`config.mk`:
```
export PLATFORM = sky130hd
export DESIGN_NAME = float40_add_mul_unit_core
export DESIGN_NICKNAME = d
export VERILOG_FILES = /design/src/design/f40am_pkg.sv /design/src/design/float40_add_mul_unit_core.sv
export SDC_FILE = /design/constraint.sdc
export NUM_CORES = 2
export LEC_CHECK = 0
export BUFFER_PORTS_ARGS = -buffer_cell sky130_fd_sc_hd__buf_4
export CAP_MARGIN = 40
export CELL_PAD_IN_SITES_DETAIL_PLACEMENT = 0
export CELL_PAD_IN_SITES_GLOBAL_PLACEMENT = 2
export CORE_MARGIN = 2
export CORE_UTILIZATION = 46
export CTS_CLUSTER_DIAMETER = 200
export CTS_CLUSTER_SIZE = 30
export DETAILED_ROUTE_END_ITERATION = 7
export PLACE_DENSITY = 0.94
export SLEW_MARGIN = 10
export SYNTH_ARGS = -nofsm -noshare
export SYNTH_HDL_FRONTEND = slang
export SYNTH_SLANG_ARGS = --single-unit
```
`constraint.sdc`:
```
create_clock -name clk -period 44.5 [get_ports clk]
set_input_delay 2.225 -clock clk [delete_from_list [all_inputs] [get_ports clk]]
set_output_delay 2.225 -clock clk [all_outputs]
set_load 0.02 [all_outputs]
```
`src/design/f40am_pkg.sv`:
```
// Shared types, constants and helper functions for the 40-bit float add/multiply unit.
// Has no dependencies; the core module imports it.
package f40am_pkg;

  localparam int ExpW  = 11;  // signed unbiased exponent, wide enough for products
  localparam int WideW = 67;  // aligned add and normalize datapath
  localparam int LzW   = 7;   // leading-zero count over WideW bits

  typedef logic signed [ExpW-1:0] exp_t;

  typedef enum logic [1:0] {
    CmdAdd  = 2'd0,
    CmdSub  = 2'd1,
    CmdMul  = 2'd2,
    CmdSeed = 2'd3
  } cmd_t;

  localparam logic RegSingle = 1'b0;
  localparam logic RegTrunc  = 1'b1;

  // Operand with its significand left-justified (msb at bit 31) and the msb weight as x.
  typedef struct packed {
    logic        neg;
    logic        zero;
    exp_t        x;
    logic [31:0] m;
  } oper_t;

  typedef struct packed {
    logic        err;
    logic [39:0] value;
  } seed_res_t;

  localparam logic [22:0] SeedRom [128] = '{
    23'h7f8000, 23'h7e0000, 23'h7c0000, 23'h7a0000,
    23'h780000, 23'h760000, 23'h740000, 23'h720000,
    23'h700000, 23'h6f0000, 23'h6d0000, 23'h6b0000,
    23'h6a0000, 23'h680000, 23'h660000, 23'h650000,
    23'h630000, 23'h610000, 23'h600000, 23'h5e0000,
    23'h5d0000, 23'h5b0000, 23'h5a0000, 23'h590000,
    23'h570000, 23'h560000, 23'h540000, 23'h530000,
    23'h520000, 23'h500000, 23'h4f0000, 23'h4e0000,
    23'h4c0000, 23'h4b0000, 23'h4a0000, 23'h490000,
    23'h470000, 23'h460000, 23'h450000, 23'h440000,
    23'h430000, 23'h410000, 23'h400000, 23'h3f0000,
    23'h3e0000, 23'h3d0000, 23'h3c0000, 23'h3b0000,
    23'h3a0000, 23'h390000, 23'h380000, 23'h370000,
    23'h360000, 23'h350000, 23'h340000, 23'h330000,
    23'h320000, 23'h310000, 23'h300000, 23'h2f0000,
    23'h2e0000, 23'h2d0000, 23'h2c0000, 23'h2b0000,
    23'h2a0000, 23'h290000, 23'h280000, 23'h280000,
    23'h270000, 23'h260000, 23'h250000, 23'h240000,
    23'h230000, 23'h230000, 23'h220000, 23'h210000,
    23'h200000, 23'h1f0000, 23'h1f0000, 23'h1e0000,
    23'h1d0000, 23'h1c0000, 23'h1c0000, 23'h1b0000,
    23'h1a0000, 23'h190000, 23'h190000, 23'h180000,
    23'h170000, 23'h170000, 23'h160000, 23'h150000,
    23'h140000, 23'h140000, 23'h130000, 23'h120000,
    23'h120000, 23'h110000, 23'h100000, 23'h100000,
    23'h0f0000, 23'h0f0000, 23'h0e0000, 23'h0d0000,
    23'h0d0000, 23'h0c0000, 23'h0c0000, 23'h0b0000,
    23'h0a0000, 23'h0a0000, 23'h090000, 23'h090000,
    23'h080000, 23'h070000, 23'h070000, 23'h060000,
    23'h060000, 23'h050000, 23'h050000, 23'h040000,
    23'h040000, 23'h030000, 23'h030000, 23'h020000,
    23'h020000, 23'h010000, 23'h010000, 23'h000000
  };

  function automatic logic [4:0] lzc32(input logic [31:0] v);
    logic [4:0] n;
    n = '0;
    for (int i = 0; i < 32; i++) begin
      if (v[i]) n = 5'(31 - i);
    end
    return n;
  endfunction

  function automatic logic [LzW-1:0] lzc_wide(input logic [WideW-1:0] v);
    logic [LzW-1:0] n;
    n = '0;
    for (int i = 0; i < WideW; i++) begin
      if (v[i]) n = LzW'(WideW - 1 - i);
    end
    return n;
  endfunction

  // Split a raw 40-bit float; denormals are normalized here.
  function automatic oper_t unpack_op(input logic [39:0] raw);
    oper_t      o;
    logic [7:0] e;
    logic [4:0] lz;
    e = raw[38:31];
    lz = lzc32({1'b0, raw[30:0]});
    o.neg = raw[39];
    if (e != 8'd0) begin
      o.zero = 1'b0;
      o.x = exp_t'({3'b000, e}) - exp_t'(127);
      o.m = {1'b1, raw[30:0]};
    end else begin
      o.zero = (raw[30:0] == 31'd0);
      o.x = exp_t'(-126) - exp_t'({6'b000000, lz});
      o.m = {1'b0, raw[30:0]} << lz;
    end
    return o;
  endfunction

  // Round an operand to 24 significant bits when single is set.
  function automatic oper_t round_op(input oper_t o, input logic single, input logic chop);
    oper_t       r;
    logic        up;
    logic [24:0] sum;
    r = o;
    up = !chop && o.m[7] && ((|o.m[6:0]) || o.m[8]);
    sum = {1'b0, o.m[31:8]} + 25'(up);
    if (single) begin
      if (sum[24]) begin
        r.m = 32'h8000_0000;
        r.x = o.x + exp_t'(1);
      end else begin
        r.m = {sum[23:0], 8'h00};
      end
    end
    return r;
  endfunction

  function automatic seed_res_t seed_op(input logic [39:0] raw);
    seed_res_t  s;
    logic [7:0] e;
    e = raw[38:31];
    if (e == 8'd0 || e > 8'd252) begin
      s.err = 1'b1;
      s.value = {raw[39], 39'd0};
    end else begin
      s.err = 1'b0;
      s.value = {raw[39], 8'(8'd253 - e), SeedRom[raw[30:24]], 8'h00};
    end
    return s;
  endfunction

endpackage

```
`src/design/float40_add_mul_unit_core.sv`:
```
// Pipelined 40-bit float add / subtract / multiply / reciprocal-seed unit.
// Depends on f40am_pkg for types, the seed table and the unpack/round helpers.
//
// Usage:
//   Input beats arrive on s_tvalid/s_tready with the two operands in s_tdata and the
//   command in s_tuser. Each input beat produces exactly one output beat on
//   m_tvalid/m_tready carrying the rounded result, its chopped 32-bit store word, and
//   a range-error flag in m_tuser.
//   Mode registers (single precision, truncation) are written through the cfg channel,
//   which is always ready; write them only while no beats are in flight.
// Timing:
//   Each beat passes an input register, six work stages and an output register.
//   Throughput is one beat per cycle while the output is not stalled; the critical
//   stages are the 32x32 multiply and the 67-bit align/add and normalize shifter.
// Stall and reset:
//   The pipeline advances as a whole whenever the output register is empty or its
//   beat is taken, so s_tready drops only while m_tvalid is high and m_tready low.
//   Reset (synchronous, rst high) empties the pipeline and clears both mode bits.
module float40_add_mul_unit_core (
  input  logic                 clk,
  input  logic                 rst,
  input  logic                 s_tvalid,
  output logic                 s_tready,
  input  logic [79:0]          s_tdata,   // operand_a[39:0], operand_b[79:40]
  input  f40am_pkg::cmd_t      s_tuser,   // cmd[1:0]
  output logic                 m_tvalid,
  input  logic                 m_tready,
  output logic [71:0]          m_tdata,   // result_value[39:0], store_word[71:40]
  output logic                 m_tuser,   // range_error
  input  logic                 cfg_valid,
  output logic                 cfg_ready,
  input  logic                 cfg_index,
  input  logic                 cfg_data
);
  import f40am_pkg::*;

  // Mode registers
  logic single_mode;
  logic trunc_mode;

  assign cfg_ready = 1'b1;

  always_ff @(posedge clk) begin
    if (rst) begin
      single_mode <= 1'b0;
      trunc_mode  <= 1'b0;
    end else if (cfg_valid) begin
      case (cfg_index)
        RegSingle: single_mode <= cfg_data;
        RegTrunc:  trunc_mode  <= cfg_data;
        default: ;
      endcase
    end
  end

  // Whole-pipeline advance: move when the output slot is free or being drained.
  logic       adv;
  logic [7:0] vld;  // valid per stage, bit 7 is the output register

  assign adv      = !vld[7] || m_tready;
  assign s_tready = adv;
  assign m_tvalid = vld[7];

  always_ff @(posedge clk) begin
    if (rst) begin
      vld <= '0;
    end else if (adv) begin
      vld <= {vld[6:0], s_tvalid};
    end
  end

  // Stage 1: input register
  cmd_t        s1_cmd;
  logic [39:0] s1_a;
  logic [39:0] s1_b;

  always_ff @(posedge clk) begin
    if (adv) begin
      s1_cmd <= s_tuser;
      s1_a   <= s_tdata[39:0];
      s1_b   <= s_tdata[79:40];
    end
  end

  // Stage 2: unpack, normalize denormals, evaluate seed
  cmd_t      s2_cmd;
  oper_t     s2_a;
  oper_t     s2_b;
  seed_res_t s2_seed;

  always_ff @(posedge clk) begin
    if (adv) begin
      s2_cmd  <= s1_cmd;
      s2_a    <= unpack_op(s1_a);
      // subtract flips the sign of b, zero included
      s2_b    <= unpack_op((s1_cmd == CmdSub) ? (s1_b ^ {1'b1, 39'd0}) : s1_b);
      s2_seed <= seed_op(s1_a);
    end
  end

  // Stage 3: round operands to working precision
  cmd_t      s3_cmd;
  oper_t     s3_a;
  oper_t     s3_b;
  seed_res_t s3_seed;

  always_ff @(posedge clk) begin
    if (adv) begin
      s3_cmd  <= s2_cmd;
      s3_a    <= round_op(s2_a, single_mode, trunc_mode);
      s3_b    <= round_op(s2_b, single_mode, trunc_mode);
      s3_seed <= s2_seed;
    end
  end

  // Stage 4: multiply, or pick the larger addend and align the smaller one
  logic             a_big;
  oper_t            big_op;
  oper_t            sml_op;
  exp_t             exp_diff;
  logic [LzW-1:0]   dsh;
  logic [WideW-1:0] sml_full;
  logic [WideW-1:0] sml_mask;
  logic             sml_sticky;

  assign a_big = s3_b.zero ||
                 (!s3_a.zero && ((s3_a.x > s3_b.x) ||
                                 ((s3_a.x == s3_b.x) && (s3_a.m >= s3_b.m))));
  assign big_op   = a_big ? s3_a : s3_b;
  assign sml_op   = a_big ? s3_b : s3_a;
  assign exp_diff = big_op.x - sml_op.x;
  assign dsh      = (exp_diff > exp_t'(WideW - 1)) ? LzW'(WideW) : exp_diff[LzW-1:0];
  assign sml_full = {1'b0, sml_op.m, 34'd0};
  assign sml_mask = ~({WideW{1'b1}} << dsh);
  assign sml_sticky = |(sml_full & sml_mask);

  logic             s4_mul;
  logic             s4_seed_sel;
  seed_res_t        s4_seed;
  logic [WideW-1:0] s4_lm;
  logic [WideW-1:0] s4_sm;
  logic             s4_sub;
  logic             s4_big_neg;
  exp_t             s4_big_x;
  logic [63:0]      s4_prod;
  exp_t             s4_prod_x;
  logic             s4_prod_neg;
  logic             s4_zsign;

  always_ff @(posedge clk) begin
    if (adv) begin
      s4_mul      <= (s3_cmd == CmdMul);
      s4_seed_sel <= (s3_cmd == CmdSeed);
      s4_seed     <= s3_seed;
      s4_lm       <= big_op.zero ? '0 : {1'b0, big_op.m, 34'd0};
      s4_sm       <= sml_op.zero ? '0 :
                     ((sml_full >> dsh) | {{(WideW - 1){1'b0}}, sml_sticky});
      s4_sub      <= s3_a.neg ^ s3_b.neg;
      s4_big_neg  <= big_op.neg;
      s4_big_x    <= big_op.x;
      s4_prod     <= s3_a.m * s3_b.m;
      s4_prod_x   <= s3_a.x + s3_b.x;
      s4_prod_neg <= s3_a.neg ^ s3_b.neg;
      // sign of a zero result: xor for products, both-negative for sums
      s4_zsign    <= (s3_cmd == CmdMul) ? (s3_a.neg ^ s3_b.neg) : (s3_a.neg & s3_b.neg);
    end
  end

  // Stage 5: add or subtract; merge with the product (value = r * 2^(e - 65))
  logic             s5_seed_sel;
  seed_res_t        s5_seed;
  logic [WideW-1:0] s5_r;
  exp_t             s5_e;
  logic             s5_neg;
  logic             s5_zsign;

  always_ff @(posedge clk) begin
    if (adv) begin
      s5_seed_sel <= s4_seed_sel;
      s5_seed     <= s4_seed;
      if (s4_mul) begin
        s5_r   <= {s4_prod, 3'b000};
        s5_e   <= s4_prod_x;
        s5_neg <= s4_prod_neg;
      end else begin
        s5_r   <= s4_sub ? (s4_lm - s4_sm) : (s4_lm + s4_sm);
        s5_e   <= s4_big_x;
        s5_neg <= s4_big_neg;
      end
      s5_zsign <= s4_zsign;
    end
  end

  // Stage 6: leading-zero count
  logic             s6_seed_sel;
  seed_res_t        s6_seed;
  logic [WideW-1:0] s6_r;
  logic [LzW-1:0]   s6_lz;
  logic             s6_zero;
  exp_t             s6_e;
  logic             s6_neg;
  logic             s6_zsign;

  always_ff @(posedge clk) begin
    if (adv) begin
      s6_seed_sel <= s5_seed_sel;
      s6_seed     <= s5_seed;
      s6_r        <= s5_r;
      s6_lz       <= lzc_wide(s5_r);
      s6_zero     <= (s5_r == '0);
      s6_e        <= s5_e;
      s6_neg      <= s5_neg;
      s6_zsign    <= s5_zsign;
    end
  end

  // Stage 7: normalize so the msb sits at the top bit
  logic             s7_seed_sel;
  seed_res_t        s7_seed;
  logic [WideW-1:0] s7_n;
  exp_t             s7_x;
  logic             s7_zero;
  logic             s7_neg;
  logic             s7_zsign;

  always_ff @(posedge clk) begin
    if (adv) begin
      s7_seed_sel <= s6_seed_sel;
      s7_seed     <= s6_seed;
      s7_n        <= s6_r << s6_lz;
      s7_x        <= s6_e + exp_t'(1) - exp_t'({4'b0000, s6_lz});
      s7_zero     <= s6_zero;
      s7_neg      <= s6_neg;
      s7_zsign    <= s6_zsign;
    end
  end

  // Final round, range check and pack
  logic        up32, up24;
  logic [32:0] sum32;
  logic [24:0] sum24;
  logic        rnd_carry;
  logic [30:0] frac;
  exp_t        field;
  logic        fld_err;
  logic [39:0] res_value;
  logic        res_err;

  assign up32  = !trunc_mode && s7_n[34] && ((|s7_n[33:0]) || s7_n[35]);
  assign up24  = !trunc_mode && s7_n[42] && ((|s7_n[41:0]) || s7_n[43]);
  assign sum32 = {1'b0, s7_n[66:35]} + 33'(up32);
  assign sum24 = {1'b0, s7_n[66:43]} + 25'(up24);

  always_comb begin
    if (single_mode) begin
      rnd_carry = sum24[24];
      frac      = sum24[24] ? 31'd0 : {sum24[22:0], 8'h00};
    end else begin
      rnd_carry = sum32[32];
      frac      = sum32[32] ? 31'd0 : sum32[30:0];
    end
  end

  assign field   = s7_x + exp_t'(127) + exp_t'({10'd0, rnd_carry});
  assign fld_err = (field < exp_t'(1)) || (field > exp_t'(255));

  always_comb begin
    if (s7_seed_sel) begin
      res_value = s7_seed.value;
      res_err   = s7_seed.err;
    end else if (s7_zero) begin
      res_value = {s7_zsign, 39'd0};
      res_err   = 1'b0;
    end else if (fld_err) begin
      // drop out-of-range results to signed zero and flag them
      res_value = {s7_neg, 39'd0};
      res_err   = 1'b1;
    end else begin
      res_value = {s7_neg, field[7:0], frac};
      res_err   = 1'b0;
    end
  end

  // Output register
  logic [39:0] out_value;
  logic        out_err;

  always_ff @(posedge clk) begin
    if (adv) begin
      out_value <= res_value;
      out_err   <= res_err;
    end
  end

  assign m_tdata = {out_value[39:8], out_value};
  assign m_tuser = out_err;

endmodule
```
Yosys cells after proc, flatten, opt, wreduce, memory -nomap -nowiden:

Memory sizes are Yosys's and may differ from the RTL's.
Cells that the tools add are included.

* bitwise operators: 8
* multipliers: 1
* shift-type cells: 5
* reductions and logical operators: 41
* multiplexer cells: 160
* $lt $le $gt $ge: 7
* equal/unequal tests: 4
* add/sub/neg operators: 19

Operators with widths (number)
* $mux 5: 80
* $mux 6: 32
* $mux 43: 4
* $mux 67: 2
* $mux 40: 3
* $mux 31: 3
* $add 24x1->25: 3
* $add 67x67->67: 1
* $and 66x67->67: 1
* $logic_not 67->1: 1
* $not 67->67: 1
* $or 67x1->67: 1
* $reduce_or 67->1: 1
* $shl 67x7->67: 1
* $shl 67x7->67 const A: 1
* $shr 66x7->67: 1
* $sub 67x67->67: 1
* $mul 32x32->64: 1
* $mux 32: 2
* $reduce_or 64->1: 1
* $shl 31x5->32: 2
* $logic_not 31->1: 2
* $mux 23: 2
* $mux 45: 1
* other kinds (47): 97

* output and inout port bits: 76
* bits in read-only memories: 2944
* memories: 1
* input bits: 89
* register bits: 1040
* word-level logic and storage cells: 323

Memories
* (name not given): words 128, bits a word 23, read ports 1, clocked after Yosys merged registers in 0, write ports 0, RTL line f40am_pkg.sv:135 `s.value = {raw[39], 8'(8'd253 - e), SeedRom[raw[30:24]], 8'h00};`

Longest topological paths before layout:

* depth after elaboration: 66
* gate-level depth with buffers: 38
* depth with buffers taken out: 36

Least setup slack after synthesis:

OpenSTA, ideal clock, no wires.

* path type: input -> register
* start: in m_tready
* end: reg out_err, in the netlist m_tuser (enable)
* stages on the path: 3
* arrival time: 18.136 ns
* path slack: 19.717 ns
* data required time: 37.853 ns
* path buffers: 1
* setup time: 6.647 ns
* cell sequence: nor2b_1 > clkbuf_1 > clkinv_1

* word-level cells in the longest chain between the ends: 1

RTL lines
* start: declaration: RTL line float40_add_mul_unit_core.sv:27 `input logic m_tready,`
* $logic_or 1x1->1: RTL line float40_add_mul_unit_core.sv:60 `assign adv = !vld[7] || m_tready;`
* net s_tready: RTL line float40_add_mul_unit_core.sv:23 `output logic s_tready,`
* end signal: assignment: RTL line float40_add_mul_unit_core.sv:291 `out_err <= res_err;`
* end: declaration: RTL line float40_add_mul_unit_core.sv:286 `logic out_err;`

The timed path passes the listed nets, and every way through them passes these cells.
A chain may end at the register's enable or synchronous reset.

Worst setup path after layout:

* start: reg s3_b[5] in the netlist's numbering
* end: reg s4_prod[61], data pin

* word-level cells in the longest chain between the ends: 1

RTL lines
* start: declaration: RTL line float40_add_mul_unit_core.sv:104 `oper_t s3_b;`
* start signal: assignment: RTL line float40_add_mul_unit_core.sv:111 `s3_b <= round_op(s2_b, single_mode, trunc_mode);`
* $mul 32x32->64: RTL line float40_add_mul_unit_core.sv:161 `s4_prod <= s3_a.m * s3_b.m;`
* end signal: assignment: RTL line float40_add_mul_unit_core.sv:161
* end: declaration: RTL line float40_add_mul_unit_core.sv:145 `logic [63:0] s4_prod;`

No other way between the ends.

==> results_dict.tcl <==
set metrics [dict create \
    status "complete, but fails checks" \
    violations "DRC" \
    fmax_mhz 96.1 \
    grt_max_degree 186 \
    synthArstFlopShare_pct 0 \
    setup_tns_ps 0 \
    crit_slowest_cell "a2111oi_0" \
    die_h_um 429 \
    fin_ws_ps 34100 \
    grt_pass1_wl_um 385000 \
    post_cts_resized 0 \
    synthesis.nets 10129 \
    cts_tree "yes" \
    drive_gt1_share_pct 5.93 \
    max-slew-margin-rel_pct 24.9 \
    grt_setup_unrepaired "no" \
    synthesis.area_sq_mm 0.0832 \
    antenna_found_initial 10 \
    cp-end-kind "flip-flop" \
    worstSetupPathType "flip-flop to flip-flop" \
    ys_ff_latch 860 \
    vias_per_cell 5.74 \
    crit_start "s3_b[5]" \
    gr-total-overflow 0 \
    syn_to_final_growth_pct 5.40 \
    fin_crit_ps 10400 \
    arrival_ps 10830 \
    whs_ps 424 \
    cts_root_buf "clkbuf_16" \
    gp_congestion 0.966 \
    period_share_pct 23.4 \
    maxCapViolCount 0 \
    reg2reg_from "s3_b[5]" \
    ys.flop_type "edfxtp_1" \
    io_buffer_count 163 \
    netlist_instances 8685 \
    hold_buffers 0 \
    die-area_sq_mm 0.184 \
    fin_skew_ps 49.0 \
    setup.worst_path.start_class "flip-flop" \
    initial_core_util_pct 46.1 \
    cp_slowest_stage_delay_ps 760 \
    avgSynthCellArea_sq_um 9.58 \
    core-area_sq_mm 0.180 \
    num_rows 156 \
    drc 4 \
    dp_hpwl_um 192000 \
    cts.sinks 860 \
    dp_slack_ps 34190 \
    ioPinCount 165 \
    synth_cell_types 100 \
    wl_per_cell_um 23.0 \
    first_global_vias 62899 \
    cts_setup_buffers 0 \
    synth_edf_count 850 \
    cts_buffer_depth 3 \
    worstSkewPairLatency_ps 670 \
    drt_iter0_markers 5702 \
    finalSetupViolCount 0 \
    path_common_cell "fa_1" \
    fillCellCount 16799 \
    hp-class "flip-flop to flip-flop" \
    h-tree-depth 2 \
    multiInputGateArea_sq_mm 0.0509 \
    grt_use_total_pct 27.1 \
    nets 9975 \
    clkTransAtPathRegs_ps 140 \
    firstDrtPassIters 8 \
    hold_viol_final 0 \
    die_w_um 429 \
    worst_slew_pin_slew_ps 1130 \
    crit_required_ps 44920 \
    seqCellArea_sq_mm 0.0257 \
    drtAntennaViolNets 0 \
    vias 62694 \
    wirelength_um 251000 \
    final_max_slew_viol_count 0 \
    synth_seq_area_share_pct 30.9 \
    cp_max_fo 32 \
    numCtsBuffers 34 \
    ys_warn_count 0 \
    hp-start "s5_seed[33]" \
]
==> sequential cells by signal (all words and copies together), names as in the netlist, 17 cells and up <==
register,count
s3_seed,17
s4_prod,64
s2_b,43
out_value,40
s5_seed,18
s3_a,45
s2_seed,18
s1_a,40
s7_seed,18
s4_seed,18
s6_seed,18
s4_sm,66
s5_r,67
s3_b,45
s7_n,67
s4_lm,32
s6_r,67
s2_a,42
s1_b,40
==> per-stage QoR <==
| step | cells | utilization, % | cell area, sq um |
|---|---|---|---|
| 5_1_grt | 10914 | 48.6 | 87700 |
| 2_1_floorplan | 8685 | - | 83200 |
| 4_1_cts | 10911 | 48.6 | 87700 |
| 3_5_place_dp | 10863 | 48.1 | 86700 |
| 6_report | 10915 | 48.6 | 87700 |
| 3_3_place_gp | 10849 | 47.9 | 86500 |
==> path summary, 6_finish.rpt <==
check,to,slack (ps),cells after the start
min reg2reg,s6_seed[33],420,0
min,s6_seed[33],420,0
max reg2reg,s4_prod[61],34100,32
max,s4_prod[61],34100,32
==> worst max-delay path, delay by kind of cell (launching register included) <==
family                     cells  cell delay [ps]
adders and majority gates      9             4380
AOI/OAI and AO/OA             11             3330
and+or+nand+nor                6             1010
buffers and inverters          5              920
DFF                            1              380
xor gates and xnor gates       1               80
==> routing by layer <==
| metal | GRT usage (%) | routed length [um] | up-vias |
|---|---|---|---|
| met1 | 37.5 | 107000 | 31507 |
| met2 | 44.6 | 119000 | 2254 |
| met3 | 3.19 | 16000 | 372 |
| met5 | 0 | 76 | - |
| li1 | - | - | 28551 |
| met4 | 8.24 | 8700 | 10 |
==> kinds of logic (layout without fill, tap and decap cells) <==
kind of cell / count (synthesis) / in the layout / synth area share [%]
AND/OR/NAND/NOR: 2854 / 2854 / 15.2
buffers and inverters: 1716 / 1574 / 7.96
AO/OA/AOI/OAI: 1367 / 1367 / 10.5
adder cells (fa/ha/maj): 1355 / 1355 / 28.5
flip-flops: 860 / 860 / 30.9
multiplexers: 287 / 287 / 4.32
XOR/XNOR: 245 / 245 / 2.60
other: 1 / 3 / 0.00451
==> layout by cell type (no fill, tap or decap), types with 51 or more instances in the layout <==
master	Yosys	layout
nand2_1	1414	1413
inv_1	1192	1192
fa_1	899	899
edfxtp_1	850	850
nor2_1	614	611
ha_1	456	456
o21ai_0	391	391
a21oi_1	317	316
buf_4	41	311
and2_1	227	227
mux2i_1	192	192
xnor2_1	138	138
nor3_1	119	119
nand3_1	116	116
xor2_1	105	105
o22ai_1	68	68
nand4_1	61	61
a21o_1	60	60
nor2b_1	56	56
a211oi_1	56	56
mux4_2	52	52
nor4_1	51	51
==> layout make-up <==
| cell class | count | area share (%) |
|---|---|---|
| Antenna cell | 2 | 0.00571 |
| Clock buffer | 43 | 1.01 |
| Clock inverter | 5 | 0.0870 |
| Inverter | 1202 | 5.15 |
| Multi-Input combinational cell | 6109 | 58.1 |
| Sequential cell | 860 | 29.3 |
| Tap cell | 2370 | 3.38 |
| Timing Repair Buffer | 324 | 2.99 |
==> cell usage after synthesis, drive strengths merged, types with 42 or more instances <==
| library cell | number | share of area (%) |
|---|---|---|
| mux2 | 42 | 0.57 |
| mux2i | 193 | 2.3 |
| a21o | 60 | 0.54 |
| clkbuf | 409 | 1.8 |
| nor3 | 121 | 0.74 |
| o22ai | 68 | 0.51 |
| buf | 105 | 0.69 |
| mux4 | 52 | 1.4 |
| and2 | 227 | 1.7 |
| o31ai | 51 | 0.48 |
| a21oi | 318 | 1.9 |
| nor2 | 616 | 2.8 |
| nand3 | 116 | 0.70 |
| fa | 899 | 22 |
| nand2 | 1414 | 6.4 |
| xor2 | 106 | 1.1 |
| a31oi | 43 | 0.32 |
| nor2b | 56 | 0.42 |
| xnor2 | 139 | 1.5 |
| nand4 | 61 | 0.46 |
| o21ai | 405 | 2.4 |
| a211oi | 58 | 0.54 |
| ha | 456 | 6.9 |
| o21bai | 47 | 0.42 |
| inv | 1196 | 5.4 |
| nor4 | 53 | 0.42 |
| edfxtp | 850 | 31 |
Power is left out: the tool's default activity adds up to more than one toggle a clock period on the data nets, which glitch-free logic cannot reach.
